===== src/design/tc_pkg.sv =====
// Package for the transitive closure block: transaction types, cell control, phase codes, column mask.
package tc_pkg;

	localparam int unsigned ROW_W   = 32;
	localparam int unsigned BIT_IDX = 5;
	localparam int unsigned NCNT_W  = 6;

	// Input transaction: one adjacency row
	typedef struct packed {
		logic [ROW_W-1:0] reach_row;
		logic             last_in;
	} adj_item_t;

	// Output transaction: one closed row
	typedef struct packed {
		logic [ROW_W-1:0] closure_row;
		logic             last_out;
	} res_item_t;

	// Per-cell control from the sequencer
	typedef struct packed {
		logic wr;     // capture the incoming row
		logic shift;  // take the neighbor's row
		logic tail;   // this cell closes the ring: take the wrapped head row
	} cell_ctrl_t;

	typedef enum logic [1:0] {
		PH_LOAD,
		PH_CLOSE,
		PH_EMIT
	} phase_t;

	// Columns below n are kept
	function automatic logic [ROW_W-1:0] column_mask(input logic [NCNT_W-1:0] n);
		logic [ROW_W:0] ones;
		ones = (33'(1) << n) - 33'(1);
		if (n >= NCNT_W'(ROW_W)) begin
			return '1;
		end
		return ones[ROW_W-1:0];
	endfunction

endpackage


===== src/design/tc_cell.sv =====
// One cell of the row ring: holds a single matrix row.
module tc_cell (
	input  logic                       clk,
	input  tc_pkg::cell_ctrl_t         ctrl,
	input  logic [tc_pkg::ROW_W-1:0]   load_row,
	input  logic [tc_pkg::ROW_W-1:0]   next_row,
	input  logic [tc_pkg::ROW_W-1:0]   wrap_row,
	output logic [tc_pkg::ROW_W-1:0]   row
);

	logic [tc_pkg::ROW_W-1:0] row_q;

	// Load from the input, or move one place toward the head
	always_ff @(posedge clk) begin
		if (ctrl.wr) begin
			row_q <= load_row;
		end else if (ctrl.shift) begin
			row_q <= ctrl.tail ? wrap_row : next_row;
		end
	end

	assign row = row_q;

endmodule


===== src/design/transitive_closure.sv =====
// Top level of the transitive closure block: cell ring, sequencer and output register.
//
// Input channel adj (adj_valid / adj_stall / adj): one adjacency row per
// transaction, bit c set meaning an edge to node c; last_in ends the matrix.
// The number of rows taken sets the node count n (at most min(NODES, 32));
// later rows are dropped, but a dropped row with last_in still ends the matrix.
// Output channel clo (clo_valid / clo_stall / clo): the n closed rows in order,
// last_out on the final one. Columns at or beyond n read as zero.
// Rows sit in a ring of cells; the head row passes through one OR update per
// cycle and wraps to the tail cell; each pivot takes one full pass of the ring.
// Sequence: input rows are taken while loading, then one closure pass per
// pivot, then one row per cycle into the output register while clo is not stalled.
// adj_stall is high from the cycle after the last row until the last result
// has moved into the output register. A stall on clo holds the output
// register and pauses emission; no row is lost or repeated.
// Reset clears the phase, counters and valid flag; the row cells are not
// cleared, every row is written before it is read.
module transitive_closure #(
	parameter int unsigned NODES = 32
) (
	input  logic              clk,
	input  logic              arst_n,
	input  logic              adj_valid,
	output logic              adj_stall,
	input  tc_pkg::adj_item_t adj,
	output logic              clo_valid,
	input  logic              clo_stall,
	output tc_pkg::res_item_t clo
);

	localparam int unsigned CAP = (NODES < tc_pkg::ROW_W) ? NODES : tc_pkg::ROW_W;
	localparam int unsigned IW  = $clog2(CAP);
	localparam int unsigned CW  = $clog2(CAP + 1);

	tc_pkg::phase_t phase_q, phase_nxt;

	logic [CW-1:0] rows_loaded_q;
	logic [CW-1:0] n_q;
	logic [IW-1:0] k_q;
	logic [IW-1:0] r_q;
	logic [tc_pkg::ROW_W-1:0] pivot_q;
	logic [tc_pkg::ROW_W-1:0] pivot_nxt_q;
	logic              clo_valid_q;
	tc_pkg::res_item_t clo_q;

	logic [tc_pkg::ROW_W-1:0] cell_row [CAP];
	logic [tc_pkg::ROW_W-1:0] head_row;
	logic [tc_pkg::ROW_W-1:0] upd_row;
	logic [tc_pkg::ROW_W-1:0] wrap_row;
	logic [tc_pkg::ROW_W-1:0] col_mask;

	logic adj_fire;
	logic store_row;
	logic emit_fire;
	logic pass_end;
	logic close_end;
	logic emit_end;
	logic ring_shift;
	logic pivot_hit;
	logic [CW-1:0] n_new;

	// Handshake and step conditions
	assign adj_fire  = adj_valid && !adj_stall;
	assign store_row = adj_fire && (rows_loaded_q < CW'(CAP));
	assign n_new     = store_row ? rows_loaded_q + CW'(1) : rows_loaded_q;
	assign emit_fire = (phase_q == tc_pkg::PH_EMIT) && (!clo_valid_q || !clo_stall);
	assign pass_end  = (CW'(r_q) + CW'(1)) == n_q;
	assign close_end = pass_end && ((CW'(k_q) + CW'(1)) == n_q);
	assign emit_end  = emit_fire && pass_end;
	assign ring_shift = (phase_q == tc_pkg::PH_CLOSE) || emit_fire;
	assign pivot_hit = (phase_q == tc_pkg::PH_CLOSE) && (CW'(r_q) == CW'(k_q) + CW'(1));

	// Head update: OR in the pivot row when the head row has an edge to the pivot node
	assign head_row = cell_row[0];
	assign upd_row  = head_row[tc_pkg::BIT_IDX'(k_q)] ? (head_row | pivot_q) : head_row;
	assign wrap_row = (phase_q == tc_pkg::PH_CLOSE) ? upd_row : head_row;
	assign col_mask = tc_pkg::column_mask(tc_pkg::NCNT_W'(n_q));

	// Ring of row cells
	for (genvar j = 0; j < CAP; j++) begin : g_cell
		tc_pkg::cell_ctrl_t       ctrl;
		logic [tc_pkg::ROW_W-1:0] next_row;

		assign ctrl.wr    = store_row && (rows_loaded_q == CW'(j));
		assign ctrl.shift = ring_shift;
		assign ctrl.tail  = (n_q == CW'(j + 1));

		if (j == CAP - 1) begin : g_end
			assign next_row = wrap_row;
		end else begin : g_mid
			assign next_row = cell_row[j + 1];
		end

		tc_cell u_cell (
			.clk      (clk),
			.ctrl     (ctrl),
			.load_row (adj.reach_row),
			.next_row (next_row),
			.wrap_row (wrap_row),
			.row      (cell_row[j])
		);
	end

	// Phase sequencer: next state
	always_comb begin
		phase_nxt = phase_q;
		unique case (phase_q)
			tc_pkg::PH_LOAD: begin
				if (adj_fire && adj.last_in) begin
					phase_nxt = tc_pkg::PH_CLOSE;
				end
			end
			tc_pkg::PH_CLOSE: begin
				if (close_end) begin
					phase_nxt = tc_pkg::PH_EMIT;
				end
			end
			tc_pkg::PH_EMIT: begin
				if (emit_end) begin
					phase_nxt = tc_pkg::PH_LOAD;
				end
			end
			default: phase_nxt = tc_pkg::PH_LOAD;
		endcase
	end

	// Phase sequencer: outputs
	always_comb begin
		adj_stall = 1'b1;
		unique case (phase_q)
			tc_pkg::PH_LOAD:  adj_stall = 1'b0;
			tc_pkg::PH_CLOSE: adj_stall = 1'b1;
			tc_pkg::PH_EMIT:  adj_stall = 1'b1;
			default:          adj_stall = 1'b1;
		endcase
	end

	always_ff @(posedge clk or negedge arst_n) begin
		if (!arst_n) begin
			phase_q <= tc_pkg::PH_LOAD;
		end else begin
			phase_q <= phase_nxt;
		end
	end

	// Row count, node count, pivot and head counters
	always_ff @(posedge clk or negedge arst_n) begin
		if (!arst_n) begin
			rows_loaded_q <= '0;
			n_q           <= '0;
			k_q           <= '0;
			r_q           <= '0;
		end else begin
			if (adj_fire) begin
				if (adj.last_in) begin
					rows_loaded_q <= '0;
					n_q           <= n_new;
					k_q           <= '0;
					r_q           <= '0;
				end else begin
					rows_loaded_q <= n_new;
				end
			end
			if (phase_q == tc_pkg::PH_CLOSE) begin
				if (pass_end) begin
					r_q <= '0;
					k_q <= close_end ? '0 : k_q + IW'(1);
				end else begin
					r_q <= r_q + IW'(1);
				end
			end
			if (emit_fire) begin
				r_q <= pass_end ? '0 : r_q + IW'(1);
			end
		end
	end

	// Next pivot: caught as it leaves the head during the current pass
	always_ff @(posedge clk) begin
		if (pivot_hit) begin
			pivot_nxt_q <= upd_row;
		end
	end

	// Pivot row: row 0 at load, then the next pivot at the end of each pass
	always_ff @(posedge clk) begin
		if (store_row && (rows_loaded_q == '0)) begin
			pivot_q <= adj.reach_row;
		end else if ((phase_q == tc_pkg::PH_CLOSE) && pass_end) begin
			pivot_q <= pivot_hit ? upd_row : pivot_nxt_q;
		end
	end

	// Output register
	always_ff @(posedge clk or negedge arst_n) begin
		if (!arst_n) begin
			clo_valid_q <= 1'b0;
		end else if (emit_fire) begin
			clo_valid_q <= 1'b1;
		end else if (!clo_stall) begin
			clo_valid_q <= 1'b0;
		end
	end

	always_ff @(posedge clk) begin
		if (emit_fire) begin
			clo_q.closure_row <= head_row & col_mask;
			clo_q.last_out    <= pass_end;
		end
	end

	assign clo_valid = clo_valid_q;
	assign clo       = clo_q;

	// Checks
	a_last_stalls: assert property (@(posedge clk) disable iff (!arst_n)
		adj_valid && !adj_stall && adj.last_in |=> adj_stall)
		else $error("input not stalled after last row");

	a_load_bound: assert property (@(posedge clk) disable iff (!arst_n)
		rows_loaded_q <= CW'(CAP))
		else $error("row count beyond capacity");

	a_close_idx: assert property (@(posedge clk) disable iff (!arst_n)
		phase_q == tc_pkg::PH_CLOSE |-> (CW'(r_q) < n_q) && (CW'(k_q) < n_q))
		else $error("closure index out of range");

	a_valid_src: assert property (@(posedge clk) disable iff (!arst_n)
		$rose(clo_valid) |-> $past(phase_q) == tc_pkg::PH_EMIT)
		else $error("result raised outside emission");

endmodule

===== config.mk =====
export PLATFORM = sky130hd
export DESIGN_NAME = transitive_closure
export DESIGN_NICKNAME = d
export VERILOG_FILES = /design/src/design/tc_pkg.sv /design/src/design/tc_cell.sv /design/src/design/transitive_closure.sv
export SDC_FILE = /design/constraint.sdc
export NUM_CORES = 2
export LEC_CHECK = 0
export BUFFER_PORTS_ARGS = -buffer_cell sky130_fd_sc_hd__buf_2
export CORE_ASPECT_RATIO = 0.8
export CORE_UTILIZATION = 60
export CTS_CLUSTER_SIZE = 25
export DETAILED_ROUTE_END_ITERATION = 7
export HOLD_SLACK_MARGIN = 0.15
export PLACE_DENSITY = 0.87
export SYNTH_ARGS = -nofsm -noshare
export SYNTH_HDL_FRONTEND = slang
export SYNTH_HIERARCHICAL = 1
export SYNTH_SLANG_ARGS = --single-unit

===== constraint.sdc =====
create_clock -name clk -period 10 [get_ports clk]
set_clock_uncertainty 0.15 [all_clocks]
set_input_delay 0.5 -clock clk [delete_from_list [all_inputs] [get_ports clk]]
set_output_delay 0.5 -clock clk [all_outputs]
set_load 0.03 [all_outputs]

==> insert_results.sql <==
INSERT INTO impl_metrics (metric_group, metric, value, unit) VALUES
('setup_path', 'critical-path-slowest-cell', 'nor2_4', ''),
('sta', 'final.setup.tns', '0', 'ns'),
('setup_path', 'cp_max_fo', '33', ''),
('detailed_routing', 'ant_nets', '0', ''),
('floorplanning', 'num_io_pins', '72', ''),
('sta', 'setup_slack', '5.29', 'ns'),
('clock_network', 'clock_pin_slew_on_the_worst_setup_and_hold_paths', '0.06', 'ns'),
('detailed_routing', 'postRouteWirelength', '179000', 'um'),
('synthesis', 'synth.top_cell.area_share', '53.8', '%'),
('setup_path', 'signal_arrival_time_at_the_worst_endpoint', '5.01', 'ns'),
('run_status', 'outcome', 'finished, final reports clean', ''),
('setup_path', 'path_cells', 'buf_4 > nor2_1 > nand2_1 > nor2_4 > inv_1 > ha_1 > inv_1 > a21oi_1 > nand3_1 > o31ai_1 > a211oi_1 > nor2b_1', ''),
('setup_path', 'worst_r2r_endpoint', 'clo[23]', ''),
('layout', 'footprint_of_the_multi_input_gates', '23600', 'sq um'),
('sta', 'slew_at_the_pin_closest_to_its_max_slew_limit', '1.31', 'ns'),
('grt', 'grt_remaining_overflow', '0', ''),
('synthesis', 'mapped_cells', '5241', ''),
('synthesis', 'postSynthNetCount', '5285', ''),
('setup_path', 'worst-path-buf-inv', '3', ''),
('clock_network', 'cts_tree', 'yes', ''),
('power_and_ir_drop', 'cellLeakagePower', '19.3', 'nW'),
('layout', 'fillerInstances', '7230', ''),
('detailed_routing', 'drcViolationCount', '0', ''),
('synthesis', 'synth_cell_type_count', '60', ''),
('floorplanning', 'initial_core_util', '60.5', '%'),
('clock_network', 'cts.path.max_buffers', '3', ''),
('clock_network', 'clkLatencyLatePin', '0.70', 'ns'),
('min_path', 'hold_path_class', 'in2async', ''),
('setup_path', 'path_delay_family', 'simple AND/OR/NAND/NOR gates', ''),
('layout', 'layout.cell_area.non_filler', '64000', 'sq um'),
('grt', 'largest_net_degree_at_the_start_of_global_routing', '67', ''),
('layout', 'layout.nets', '5156', ''),
('clock_network', 'cts_buffers', '112', ''),
('clock_network', 'clk_root_buffer_cell', 'clkbuf_16', ''),
('synthesis', 'synth.largest_area_cell', 'edfxtp_1', ''),
('floorplanning', 'coreArea', '100000', 'sq um'),
('synthesis', 'synthMostInstantiatedCell', 'edfxtp_1', ''),
('synthesis', 'syn-cell-area', '60800', 'sq um'),
('place', 'dpl_cell_area', '60400', 'sq um'),
('place', 'io_buffer_count', '71', ''),
('setup_path', 'regToRegSetupSlack', '5.29', 'ns'),
('floorplanning', 'die_area', '103000', 'sq um'),
('setup_path', 'r2r_cells', '12', ''),
('clock_network', 'clkSinkCount', '1146', ''),
('layout', 'syn_to_final_growth', '5.19', '%'),
('sta', 'min_period_over_period', '47.1', '%'),
('detailed_routing', 'detailroute.via_count', '43700', ''),
('place', 'post-dp-hpwl', '99100', 'um'),
('grt', 'grt_antenna_before_repair', '2', ''),
('setup_path', 'startpoint_type', 'flip-flop', ''),
('setup_path', 'worst_ep_required_time', '10.30', 'ns'),
('synthesis', 'synth_area_leaders', 'edfxtp_1 54%, mux2i_1 17%, o21ai_1 7.9%', ''),
('floorplanning', 'row_count', '104', ''),
('setup_path', 'startpoint_of_the_worst_setup_timing_path', 'n_q[5]', ''),
('synthesis', 'synth_async_sr_flop_share', '2.18', '%'),
('sta', 'count_of_pins_over_their_slew_limit', '0', ''),
('detailed_routing', 'avgRoutedWirePerCell', '27.5', 'um'),
('synthesis', 'ys_seq_area_share', '55.9', '%'),
('setup_path', 'path_class', 'reg2reg', ''),
('sta', 'report.final.setup_viol', '0', ''),
('layout', 'final_layout_size_suffix_gt1_share', '9.13', '%'),
('power_and_ir_drop', 'power_density', '337', 'nW/um^2'),
('power_and_ir_drop', 'vdd_ir_drop_max', '0.249', 'mV'),
('setup_path', 'critical_path.most_common_cell', 'inv_1', ''),
('sta', 'relSlewSlack', '12.4', '%'),
('synthesis', 'synth_enable_flop_cells', '1089', ''),
('sta', 'hold_viol_final', '0', ''),
('synthesis', 'ys.flop_type', 'edfxtp_1', ''),
('layout', 'post-route-util', '63.7', '%'),
('setup_path', 'reg2reg_from', 'n_q[5]', ''),
('sta', 'rsz0062_at_grt', 'false', '');
-- cell type report --
class,count,share of cell area [%]
flip-flops and latches,1146,53.1
inverters,11,0.0646
repair buffers,167,1.70
clock buffers,143,4.66
diodes,2,0.00783
multi-input cells,3674,37.0
well taps,1325,2.59
clock inverters,61,0.878
-- per-layer routing --
metal	wire length, um	part of all wire [%]	vias up	global-route usage [%]
met5	13	0.0072	-	0
met4	8780	4.9	2	15.1
met3	32100	18	535	12.9
met2	73400	41	3648	47.8
met1	65200	36	20600	48.6
li1	-	-	18900	-
-- power breakdown --
group | switching (mW) | internal [mW] | leakage [nW]
combinational | 5.06 | 2.32 | 5.90
clock | 1.84 | 2.35 | 1.73
sequential | 1.25 | 8.74 | 11.6
-- cells by family after synthesis --
group	share of synthesized area [%]
AOI/OAI and AO/OA	11.5
muxes	17.2
adders and majority gates	0.144
and+or+nand+nor	8.78
buffers and inverters	6.07
xor gates and xnor gates	0.461
DFF	55.9
-- placed cells by master (no fill, tap or decap), types with 6 or more instances in the layout --
master     count
or2_2         36
o21ai_1      961
nor2_1        88
o21ai_0       80
nand2_1     1078
dfxtp_1       32
clkbuf_16    115
xnor2_1       26
mux2i_1     1042
nand2b_1      12
inv_1          9
clkinv_1      22
o32a_1        32
nor2b_1       12
buf_2         71
nor2_4        56
a21oi_1       21
buf_4         91
edfxtp_1    1089
o221a_2       12
xor2_1         6
clkinv_2      23
a21boi_0      15
and2_1         8
a211oi_1       6
clkbuf_1      28
nand3_1       17
bufinv_16     10
o2bb2ai_1     32
o221a_1       20
dfrtp_1       25
a21o_2        32
nor3_2         8
ha_1           7
-- worst max-delay path by stage --
stage / endpoint / cells past startpoint
5_1_grt: clo[19] / 11
3_3_place_gp: clo[23] / 12
2_1_floorplan: g_cell[0].u_cell/row[0] / 5
4_1_cts: clo[23] / 12
6_report: clo[23] / 12
3_5_place_dp: clo[23] / 12
-- sequential cells by signal, summed over array words and instances, names as in the netlist --
name,flops
pivot_nxt_q,32
pivot_q,32
g_cell.u_cell/row,1024
rows_loaded_q,6
n_q,6
clo_valid,1
phase_q,2
k_q,5
r_q,5
clo,33
-- through the flow --
stage / hold slack [ns] / std cells
finish: 0.194 / 6529
global route: 0.245 / 6527
CTS: 0.205 / 6527
detailed placement: 0.345 / 6318
global placement: 0.331 / 6318
floorplan: 0.0544 / 5241
-- timing repair --
item	CTS	global route
resized for setup	0	0
endpoints found under the setup margin	0	0
hold buffers	5	0
buffers inserted	0	0
hold endpoints to repair	34	0
(Power assumes the default switching activity.)
